`src/tsvf_pkg.sv`:
```
package tsvf_pkg;

	// Default widths of the sample and coefficient formats
	localparam int SAMPLE_WIDTH_DEF = 24;
	localparam int COEF_WIDTH_DEF   = 20;

	// Integrator states are signed 32-bit with the sample's fraction bits
	localparam int STATE_WIDTH = 32;

	// Integer bits of a Q4.x coefficient
	localparam int COEF_INT_BITS = 4;

	// Coefficients packed per register: state one, state two, output
	localparam int NUM_LANES = 3;
	localparam int LANE_S1   = 0;
	localparam int LANE_S2   = 1;
	localparam int LANE_OUT  = 2;

	// Configuration register indexes
	localparam int CFG_INDEX_WIDTH = 2;
	localparam logic [CFG_INDEX_WIDTH-1:0] REG_COEFF_INPUT     = 2'd0;
	localparam logic [CFG_INDEX_WIDTH-1:0] REG_COEFF_STATE_ONE = 2'd1;
	localparam logic [CFG_INDEX_WIDTH-1:0] REG_COEFF_STATE_TWO = 2'd2;

endpackage

```
`src/tsvf_coef_regs.sv`:
```
module tsvf_coef_regs import tsvf_pkg::*; #(
	parameter int COEF_WIDTH = COEF_WIDTH_DEF,
	localparam int REG_W = NUM_LANES * COEF_WIDTH
) (
	input  logic                       clk,
	input  logic                       arst_n,
	input  logic                       cfg_we,
	input  logic [CFG_INDEX_WIDTH-1:0] cfg_index,
	input  logic [REG_W-1:0]           cfg_data,
	output logic [REG_W-1:0]           coeff_input,
	output logic [REG_W-1:0]           coeff_state_one,
	output logic [REG_W-1:0]           coeff_state_two
);

	logic [REG_W-1:0] coeff_input_q;
	logic [REG_W-1:0] coeff_state_one_q;
	logic [REG_W-1:0] coeff_state_two_q;

	// Take a write at the addressed register, drop unknown indexes
	always_ff @(posedge clk or negedge arst_n) begin
		if (!arst_n) begin
			coeff_input_q     <= '0;
			coeff_state_one_q <= '0;
			coeff_state_two_q <= '0;
		end else if (cfg_we) begin
			case (cfg_index)
				REG_COEFF_INPUT:     coeff_input_q     <= cfg_data;
				REG_COEFF_STATE_ONE: coeff_state_one_q <= cfg_data;
				REG_COEFF_STATE_TWO: coeff_state_two_q <= cfg_data;
				default: ;
			endcase
		end
	end

	assign coeff_input     = coeff_input_q;
	assign coeff_state_one = coeff_state_one_q;
	assign coeff_state_two = coeff_state_two_q;

endmodule

```
`config.mk`:
```
export PLATFORM = sky130hd
export DESIGN_NAME = tsvf_coef_regs
export DESIGN_NICKNAME = d
export VERILOG_FILES = /design/src/tsvf_pkg.sv /design/src/tsvf_coef_regs.sv
export SDC_FILE = /design/constraint.sdc
export NUM_CORES = 1
export LEC_CHECK = 0
export BUFFER_PORTS_ARGS = -buffer_cell sky130_fd_sc_hd__buf_2
export CAP_MARGIN = 25
export CORE_MARGIN = 2
export CORE_UTILIZATION = 43
export DETAILED_ROUTE_END_ITERATION = 8
export GPL_ROUTABILITY_DRIVEN = 0
export PLACE_DENSITY = 0.71
export SETUP_SLACK_MARGIN = 0.1
export SYNTH_ARGS = -nofsm -noshare
export SYNTH_HDL_FRONTEND = slang
export SYNTH_SLANG_ARGS = --single-unit
```
`constraint.sdc`:
```
create_clock -name clk -period 1.1 [get_ports clk]
set_clock_uncertainty 0.2 [all_clocks]
set_input_delay 0.165 -clock clk [delete_from_list [all_inputs] [get_ports clk]]
set_output_delay 0.165 -clock clk [all_outputs]
set_load 0.05 [all_outputs]
```
==> results of run 1 <==
## cells by family (layout without fill, tap and decap cells)
family                 after synthesis  in the layout  share of synthesized area (%)
buffers and inverters               18            444                           2.99
flip-flops                         180            180                           66.5
AND/OR/NAND/NOR                      3              3                          0.609
multiplexers                       180            180                           29.9
## power by group
group	total [mW]	internal [mW]	switching, mW	leakage (nW)
logic	11.5	5.10	6.44	3.80
clock network	5.74	3.09	2.65	0.263
registers	9.26	8.04	1.21	2.00
total	26.5	16.2	10.3	6.07
## layer usage
layer	global-route usage, %	routed length [um]	vias to the layer above
li1	-	-	2186
met1	31.6	9820	2741
met2	43.8	13000	283
met3	8.05	1920	53
met4	7.40	625	0
met5	0	0	-
## final cells by class
cell class                      count  area, um2
Timing Repair Buffer              412       4570
Multi-Input combinational cell    183       2570
Clock inverter                     10       72.6
Fill cell                         682       2720
Clock buffer                       22        474
Sequential cell                   180       4650
Tap cell                          211        264
## state kept, by name, summed over array words and instances, names as in the netlist
signal,count
coeff_input,60
coeff_state_two,60
coeff_state_one,60
## metrics by stage
| step | hold WS, ps | cell area, um2 |
|---|---|---|
| global route | -3.20 | 12600 |
| floorplan | -331 | 6940 |
| detailed placement | -157 | 8450 |
| global placement | -158 | 8450 |
| finish | 3.94 | 12600 |
| CTS | -40.6 | 11600 |
## Yosys cell counts
| cell | n | area, um2 |
|---|---|---|
| nor3b_4 | 1 | 18.8 |
| buf_6 | 18 | 203 |
| dfrtp_1 | 180 | 4500 |
| mux2_1 | 5 | 56.3 |
| mux2_2 | 175 | 1970 |
| nand3b_2 | 2 | 22.5 |
## worst max-delay path by stage
stage	to	cells after the start	slack, ps	start
2_1_floorplan	coeff_input[53]$_DFFE_PN0P_	3	-250	cfg_index[1]
3_3_place_gp	coeff_input[11]$_DFFE_PN0P_	4	-430	cfg_index[1]
3_5_place_dp	coeff_input[50]$_DFFE_PN0P_	4	-460	cfg_index[1]
4_1_cts	coeff_state_two[1]	1	-290	coeff_state_two[1]$_DFFE_PN0P_
5_1_grt	coeff_input[13]	1	-390	coeff_input[13]$_DFFE_PN0P_
6_report	coeff_input[13]	1	-350	coeff_input[13]$_DFFE_PN0P_
## repair_timing
| item | CTS | global route |
|---|---|---|
| gates cloned | 12 | 5 |
| setup buffers | 21 | 62 |
| gates resized for setup | 456 | 135 |
| endpoints found under the hold margin | 360 | 8 |
| endpoints found under the setup margin | 284 | 390 |
| pin swaps | 2 | 1 |
==> impl_results.md, run 1 <==
* Drt pass-1 iters at 4
* Worst Setup Path Type: reg -> out
* Violated checks: setup timing
* Number of distinct library cells after synthesis at 6
* GR Overflow Total at 0
* CP Capture Type: output pin
* Max-slew violations at 0
* Drt initial violations at between 200 and 250
* Die span in x at 130 um
* Sequential fraction of the synthesis area at around 66%
* Maximum number of pins on one net before global-route repair at 48
* Crit path buf inv count at 1
* Die ar. at 16,800 um2
* Number of cells in the design after placement at between 800 and 900
* Number of hold-slack violations in the final timing report at 0
* Count of final setup violators at 258
* Net count of the mapped netlist at about 450
* Upper clock frequency limit at 690 MHz
* Mean routed wirelength per cell at 24.9 um
* Required time worst endpoint at 730 ps
* TritonCTS clock tree: done
* Clock transition at the registers of the reported paths at roughly 70 ps
* Data arrival, critical path at 1090 ps
* Number of port buffers at 244
* CP Max Fanout at 2
* Number of cells on the worst reg-to-reg path at 3
* TritonCTS buffer count at 17
* Top library cells by usage in the layout, fill and taps aside: buf_6 (231), mux2_4 (128), dfrtp_2 (120)
* PnR Total Power at ~27 mW
* Effective utilization at floorplan at approximately 44%
* Post-synthesis instance total at between 300 and 400
* Y dimension of the die at between 100 and 150 um
* Core area at 15,300 um2
* Per-instance average area after synthesis at 17.8 um2
* DPL Wire Length at 10,700 um
* Final Routed Wirelength at 25,400 um
* Clock Root Buffer: clkbuf_16
* Unrepaired setup endpoints after global routing: yes
* Type of element launching the critical path: flip-flop
* Initial antenna violation count at 0
* Final net count at 859
* Total number of clock tree sinks at 180
* Pwr dens at around 2100 nW/um2
* Global-route wire length before repair at 31,700 um
* Post-Place Worst Slack at -460 ps
* Area growth from synthesis to final layout at 85.9%
* Remaining number of nets flagged by the antenna check after routing at 0
* Outcome: finished, violations left
* Overall fraction of global-route tracks in use at 25.7%
* Crit-path cells: buf_6
* Tightest Pin Transition at between 200 and 300 ps
* Proportion of layout cells with a drive suffix above 1 at 84.8%
* Worst path setup slack after routing at -350 ps
* N_diodes at 0
* Setup slack of the most critical reg-to-reg path at -120 ps
* Latest clock arrival within the worst-skew pair at 430 ps
* Min Tclk post-route at 1450 ps
* Yosys warnings at 0
* Cell family contributing the most delay on the critical path: flip-flops
* Post-Synthesis Cell Area at between 6000 and 7000 um2
* Leak Pwr at 6.07 nW
* Slew HR at between 80% and 90%
* Hold-fix buffers, CTS at a little over 60
* Min-delay worst type: in -> async
* Worst reg2reg endpoint: coeff_state_one[13]$_DFFE_PN0P_
* H-Tree Depth at 4
* Count of non-filler cells in the finished layout at 1,018
* Most common cell after layout, fill and taps aside: buf_6
* Reg-to-Reg Start: coeff_state_one[13]$_DFFE_PN0P_
* Max-capacitance violation count at 0
* Delay of the slowest cell on the worst path at 450 ps
* Via total after detailed routing at 5,263
* Total I/O pin count at 245
* Post-synthesis sequential element count at 180
* Number of standard-cell rows in the floorplan at 45
* Maximum VDD drop at 1.33 mV
* Vias per inst at 5.17
* Crit path max-delay cell type: dfrtp_1
* Post-route fraction of the period consumed by the critical path at 132%
* DRC violations left at 0
* Final core occ at 82.3%
* Post-route setup TNS at -49,950 ps
* Vias in the first global route at around 5,400
* Worst-case clock buffer depth at 2
No activity file was read; power rests on OpenSTA's default activity.
==> inputs of run 2 (changes only) <==
--- a/config.mk
+++ b/config.mk
@@ -8,9 +8,10 @@
 export BUFFER_PORTS_ARGS = -buffer_cell sky130_fd_sc_hd__buf_2
 export CAP_MARGIN = 25
-export CORE_MARGIN = 2
+export CORE_MARGIN = 3
 export CORE_UTILIZATION = 43
 export DETAILED_ROUTE_END_ITERATION = 8
 export GPL_ROUTABILITY_DRIVEN = 0
 export PLACE_DENSITY = 0.71
+export REMOVE_ABC_BUFFERS = 1
 export SETUP_SLACK_MARGIN = 0.1
 export SYNTH_ARGS = -nofsm -noshare
==> constraint.sdc (replaced) <==
create_clock -name clk -period 1.1 [get_ports clk]
set_clock_uncertainty 0.2 [all_clocks]
set_input_delay 0.33 -clock clk [delete_from_list [all_inputs] [get_ports clk]]
set_output_delay 0.33 -clock clk [all_outputs]
set_load 0.05 [all_outputs]
==> impl_results.md, run 2 (synthesis results as in run 1) <==
* Latest clock arrival within the worst-skew pair at 420 ps (about the same)
* Final hold slack at -434 ps (-438 ps)
* Leak Pwr at 5.89 nW (-3.0%)
* Delay of the slowest cell on the worst path at 430 ps (-20 ps)
* Most common cell after layout, fill and taps aside: buf_6
* Cell family contributing the most delay on the critical path: flip-flops
* Final Routed Wirelength at 22,400 um (-12%)
* Max-capacitance violation count at 0 (unchanged)
* Layout fillers at 830 (+22%)
* Clock Root Buffer: clkbuf_16
* Required time worst endpoint at 570 ps (-160 ps)
* Crit path buf inv count at 1 (unchanged)
* Vias in the first global route at 5,353 (-0.80%)
* DPL Wire Length at 11,100 um (+4.1%)
* Total I/O pin count at 245 (unchanged)
* Worst-case clock buffer depth at 2 (unchanged)
* Worst path setup slack after routing at -467 ps (-117 ps)
* Final net count at 825 (-4.0%)
* Worst Setup Path Type: reg -> out
* Combinational group share of total power at 43.0% (-0.5 points)
* Mean routed wirelength per cell at 22.7 um (-8.8%)
* Remaining number of nets flagged by the antenna check after routing at 0 (unchanged)
* Fraction of power consumed by sequential logic at 34.3% (-0.6 points)
* Instance area at placement at 8310 um2 (-1.6%)
* Vias per inst at 4.97 (-4.0%)
* GR Overflow Total at 0 (unchanged)
* Drt pass-1 iters at 4 (unchanged)
* Type of element launching the critical path: flip-flop
* Drt initial violations at 191 (-11%)
* Post-route cell area at 11,800 um2 (-6.1%)
* Post-route setup TNS at -105,420 ps (-55,470 ps)
* Data arrival, critical path at 1040 ps (-50 ps)
* CP Capture Type: output pin
* Outcome: finished, violations left
* Clock transition at the registers of the reported paths at 70 ps (about the same)
* Post-route fraction of the period consumed by the critical path at 142% (+11 points)
* Die span in x at 132 um (+1.5%)
* Number of hold-slack violations in the final timing report at 286 (+286)
* Number of port buffers at 244 (unchanged)
* CP Max Fanout at 2 (unchanged)
* Switching Share at 37.8% (-1.1 points)
* Crit path max-delay cell type: dfrtp_1
* Core area at 15,300 um2 (unchanged)
* Min-delay worst type: in -> async
* Sequential cell area at 4500 um2 (-3.2%)
* Maximum VDD drop at 1.29 mV (-3.3%)
* Pwr dens at 2200 nW/um2 (+4.6%)
* Slew HR at 83.0% (+2.7 points)
* Switching power summed over all nets at 9.84 mW (-4.5%)
* Area growth from synthesis to final layout at 74.6%
* Tightest Pin Transition at 255 ps (-39.9 ps)
* Unrepaired setup endpoints after global routing: yes
* Overall fraction of global-route tracks in use at 24.7% (-0.95 points)
* Proportion of power drawn by the clock network at 22.7% (+1.1 points)
* Top library cells by usage in the layout, fill and taps aside: buf_6 (191), dfrtp_1 (180), mux2_4 (118)
* Die ar. at 17,300 um2 (+3.1%)
* Effective utilization at floorplan at 44.2% (unchanged)
* Post-Place Worst Slack at -650 ps (-190 ps)
* Final core occ at 77.2% (-5.0 points)
* TritonCTS buffer count at 17 (unchanged)
* Crit-path cells: buf_6
* Count of final setup violators at 360 (+40%)
* Via total after detailed routing at 4,886 (-7.2%)
* Total number of clock tree sinks at 180 (unchanged)
* Max-slew violations at 0 (unchanged)
* Number of standard-cell rows in the floorplan at 45 (unchanged)
* H-Tree Depth at 4 (unchanged)
* TritonCTS clock tree: done
* Proportion of layout cells with a drive suffix above 1 at 76.0% (-8.7 points)
* Maximum number of pins on one net before global-route repair at 44 (-8.3%)
* Initial antenna violation count at 1 (+1)
* Global-route wire length before repair at 32,900 um (+3.9%)
* Upper clock frequency limit at 638 MHz (-7.5%)
* Internal Dissipation at 16.2 mW (about the same)
* Area used by multi-input combinational logic at 2530 um2 (-1.5%)
* Min Tclk post-route at 1570 ps (+117 ps)
* DRC violations left at 0 (unchanged)
* Violated checks: hold timing, setup timing
* Y dimension of the die at 132 um (+1.5%)
## run 2: changes by cell type in the layout (fill, tap and decap cells not counted), moves of 3 or more
| cell | previous run | this run |
|---|---|---|
| buf_4 | 22 | 88 |
| clkbuf_16 | 22 | 17 |
| buf_6 | 231 | 191 |
| dlygate4sd3_1 | 54 | 0 |
| buf_12 | 11 | 22 |
| clkinv_2 | 3 | 0 |
| dfrtp_2 | 120 | 0 |
| mux2_2 | 52 | 62 |
| dfrtp_1 | 60 | 180 |
| buf_8 | 10 | 5 |
| clkbuf_1 | 2 | 5 |
| mux2_4 | 128 | 118 |
| inv_6 | 3 | 0 |
| dlymetal6s4s_1 | 7 | 0 |
## run 2: what timing repair did
action	4_1_cts	5_1_grt
resized for setup	492	44
hold endpoints to repair	359	295
pin swaps	1	1
gates cloned	18	0
setup buffers	43	66
endpoints found under the setup margin	360	360
## run 2: final cells by class
type,instances,share of cell area (%)
clock inverters,7,0.846
multi-input cells,183,21.4
flip-flops and latches,180,38.1
repair buffers,378,33.5
well taps,211,2.23
clock buffers,24,3.99
diodes,1,0.0212
## run 2: per-stage QoR
step | power [mW] | instances
finish | 26.1 | 984
global placement | 16.3 | 834
global route | 26.9 | 984
floorplan | 14.3 | 363
CTS | 25.2 | 926
detailed placement | 16.5 | 834
## run 2: power groups by stage
stage	combinational [mW]	clock (mW)	sequential, mW
3_3_place_gp	7.72	0	8.56
4_1_cts	10.4	5.97	8.86
3_5_place_dp	7.83	0	8.64
5_1_grt	11.5	6.27	9.06
2_1_floorplan	1.23	0	13.1
6_report	11.2	5.93	8.94
## run 2: worst paths after layout
kind	slack, ps	depth (start not counted)	endpoint	startpoint
min in group clk	-30	2	coeff_state_two[53]$_DFFE_PN0P_	cfg_data[53]
min reg2reg	330	1	coeff_state_two[8]$_DFFE_PN0P_	coeff_state_two[8]$_DFFE_PN0P_
max	-470	1	coeff_input[38]	coeff_input[38]$_DFFE_PN0P_
max reg2reg	-180	3	coeff_input[26]$_DFFE_PN0P_	coeff_input[26]$_DFFE_PN0P_
max in group asynchronous	630	2	coeff_state_one[51]$_DFFE_PN0P_	arst_n
min	-430	1	coeff_state_two[12]$_DFFE_PN0P_	arst_n
## run 2: metal layers
layer	track usage (%)	share of wire, %
met5	0	0
met4	8.28	2.6
met3	5.90	5.6
met2	41.5	51
met1	31.7	41
==> inputs of run 3 (changes only) <==
Settings changed: PLACE_DENSITY 0.71 to 0.81, SLEW_MARGIN from default to 40.
==> impl_results.md, run 3 (synthesis results as in run 1) <==
* Outcome: finished, violations left
* Violated checks: hold timing, setup timing
* Via total after detailed routing at 5,107 (+4.5%)
* Proportion of layout cells with a drive suffix above 1 at 77.1% (+1.1 points)
* Combinational group share of total power at 43.1% (about the same)
* Effective utilization at floorplan at 44.2% (unchanged)
* Overall fraction of global-route tracks in use at 26.6% (+1.9 points)
* Grt peak-use layer: met2
* Initial antenna violation count at 0 (-1)
* Instance area at placement at 8340 um2 (+0.27%)
* Remaining number of nets flagged by the antenna check after routing at 0 (unchanged)
* Top library cells by usage in the layout, fill and taps aside: buf_6 (196), dfrtp_1 (180), mux2_4 (176)
* Fraction of power consumed by sequential logic at 33.3% (-1.0 points)
* Switching power summed over all nets at 10.4 mW (+5.4%)
* Leak Pwr at 6.31 nW (+7.2%)
* Internal Dissipation at 16.8 mW (+3.3%)
* Pwr dens at 2210 nW/um2 (+0.34%)
* Vias per inst at 5.12 (+3.2%)
* Maximum VDD drop at 1.39 mV (+8.0%)
* Number of standard-cell rows in the floorplan at 45 (unchanged)
* Final Routed Wirelength at 25,600 um (+14%)
* Min-delay worst type: in -> async
* Data arrival, critical path at 1050 ps (about the same)
* Critical path capture point: coeff_state_one[45]
* H-Tree Depth at 4 (unchanged)
* Upper clock frequency limit at 634 MHz (-0.64%)
* Drt initial violations at 235 (+23%)
* Post-route cell area at 12,300 um2 (+3.7%)
* Met1 track demand over resource in global routing at 32.8% (+1.1 points)
* Maximum number of pins on one net before global-route repair at 42 (-4.5%)
* DPL Wire Length at 11,400 um (+1.9%)
* Critical Path Start: coeff_state_one[45]$_DFFE_PN0P_
* Number of port buffers at 244 (unchanged)
* Mean routed wirelength per cell at 25.7 um (+13%)
* Latest clock arrival within the worst-skew pair at 420 ps (about the same)
* Area growth from synthesis to final layout at 81.1%
* Die span in x at 132 um (unchanged)
* Core area at 15,300 um2 (unchanged)
* Required time worst endpoint at 570 ps (about the same)
* Type of element launching the critical path: flip-flop
* Max-slew violations at 0 (unchanged)
* Y dimension of the die at 132 um (unchanged)
* Critical Path Stages at 1 (unchanged)
* Crit path buf inv count at 1 (unchanged)
* Final net count at 838 (+1.6%)
* PnR Total Power at 27.1 mW (+4.1%)
* Crit-path cells: buf_6
* Worst path setup slack after routing at -477 ps (-10.1 ps)
* Reg-to-Reg Start: coeff_input[8]$_DFFE_PN0P_
* Most common cell after layout, fill and taps aside: buf_6
* Total number of clock tree sinks at 180 (unchanged)
* Number of cells on the worst reg-to-reg path at 3 (unchanged)
* DRC violations left at 0 (unchanged)
* GR Overflow Total at 0 (unchanged)
* Count of final setup violators at 356 (-1.1%)
* Total I/O pin count at 245 (unchanged)
* TritonCTS clock tree: done
* Worst reg2reg endpoint: coeff_input[8]$_DFFE_PN0P_
* Die ar. at 17,300 um2 (unchanged)
* CP Capture Type: output pin
* Clock transition at the registers of the reported paths at 70 ps (about the same)
* Max-capacitance violation count at 0 (unchanged)
* Proportion of power drawn by the clock network at 23.6% (+0.9 points)
* Slew HR at 82.9% (-0.17 points)
* TritonCTS buffer count at 17 (unchanged)
* Clock Root Buffer: clkbuf_16
* Tightest Pin Transition at 257 ps (+2.49 ps)
* Unrepaired setup endpoints after global routing: yes
* Number of hold-slack violations in the final timing report at 277 (-3.1%)
* Post-route fraction of the period consumed by the critical path at 143% (+0.92 points)
* Final hold slack at -451 ps (-16.7 ps)
* Delay of the slowest cell on the worst path at 440 ps (about the same)
* Crit path max-delay cell type: dfrtp_1
* CP Max Fanout at 2 (unchanged)
* Vias in the first global route at 5,480 (+2.4%)
* Met2 layer usage reported by global route at 46.0% (+4.5 points)
* N_diodes at 0 (-1)
* Met3 GRT Util at 6.28% (+0.38 points)
* Global-route wire length before repair at 34,900 um (+6.0%)
* Switching Share at 38.2% (+0.48 points)
* Min Tclk post-route at 1580 ps (+10.1 ps)
* Drt pass-1 iters at 4 (unchanged)
* Setup slack of the most critical reg-to-reg path at -140 ps (+40 ps)
* Post-Place Worst Slack at -680 ps (-30.0 ps)
* Worst-case clock buffer depth at 2 (unchanged)
* Worst Setup Path Type: reg -> out
* Cell family contributing the most delay on the critical path: flip-flops
run 3: how the worst min path moves through the flow:
stage	slack [ps]	startpoint	end	depth (start not counted)
2_1_floorplan	-170	arst_n	coeff_input[0]$_DFFE_PN0P_	0
3_3_place_gp	-3	arst_n	coeff_input[41]$_DFFE_PN0P_	1
3_5_place_dp	-0.6	arst_n	coeff_state_one[41]$_DFFE_PN0P_	1
4_1_cts	-460	arst_n	coeff_state_one[41]$_DFFE_PN0P_	1
5_1_grt	-470	arst_n	coeff_input[41]$_DFFE_PN0P_	1
6_report	-450	arst_n	coeff_state_one[41]$_DFFE_PN0P_	1
run 3: layout make-up:
class,count,area (um2)
well taps,211,264
multi-input cells,183,2750
fillers,741,3040
clock buffers,18,439
flip-flops and latches,180,4500
repair buffers,391,4140
clock inverters,14,174
run 3: stage by stage:
stage	setup TNS, ps	std cells	util, %
final	-109250	997	80.1
after global routing	-113700	997	80.1
after CTS	-99600	929	75.5
after detailed placement	-104370	837	54.4
after global placement	-97580	837	54.4
after floorplan	-223050	363	-
run 3: per-layer routing:
layer | part of all wire (%) | vias up
li1 | - | 2146
met1 | 38 | 2665
met2 | 52 | 241
met3 | 6.5 | 55
met4 | 2.7 | 0
met5 | 0 | -
run 3: repair_timing:
| action | in CTS | in global routing |
|---|---|---|
| setup buffers | 41 | 75 |
| endpoints found under the setup margin | 360 | 360 |
| gates resized for setup | 527 | 68 |
| hold endpoints to repair | 360 | 338 |
| gates cloned | 19 | 1 |
| pin swaps | 2 | 3 |
run 3: power by group through the flow:
stage / Clock, mW / Sequential, mW / Combinational (mW)
5_1_grt: 6.76 / 9.13 / 12.0
3_3_place_gp: 0 / 8.56 / 7.71
4_1_cts: 6.38 / 8.87 / 10.6
6_report: 6.40 / 9.04 / 11.7
2_1_floorplan: 0 / 13.1 / 1.23
3_5_place_dp: 0 / 8.64 / 7.85
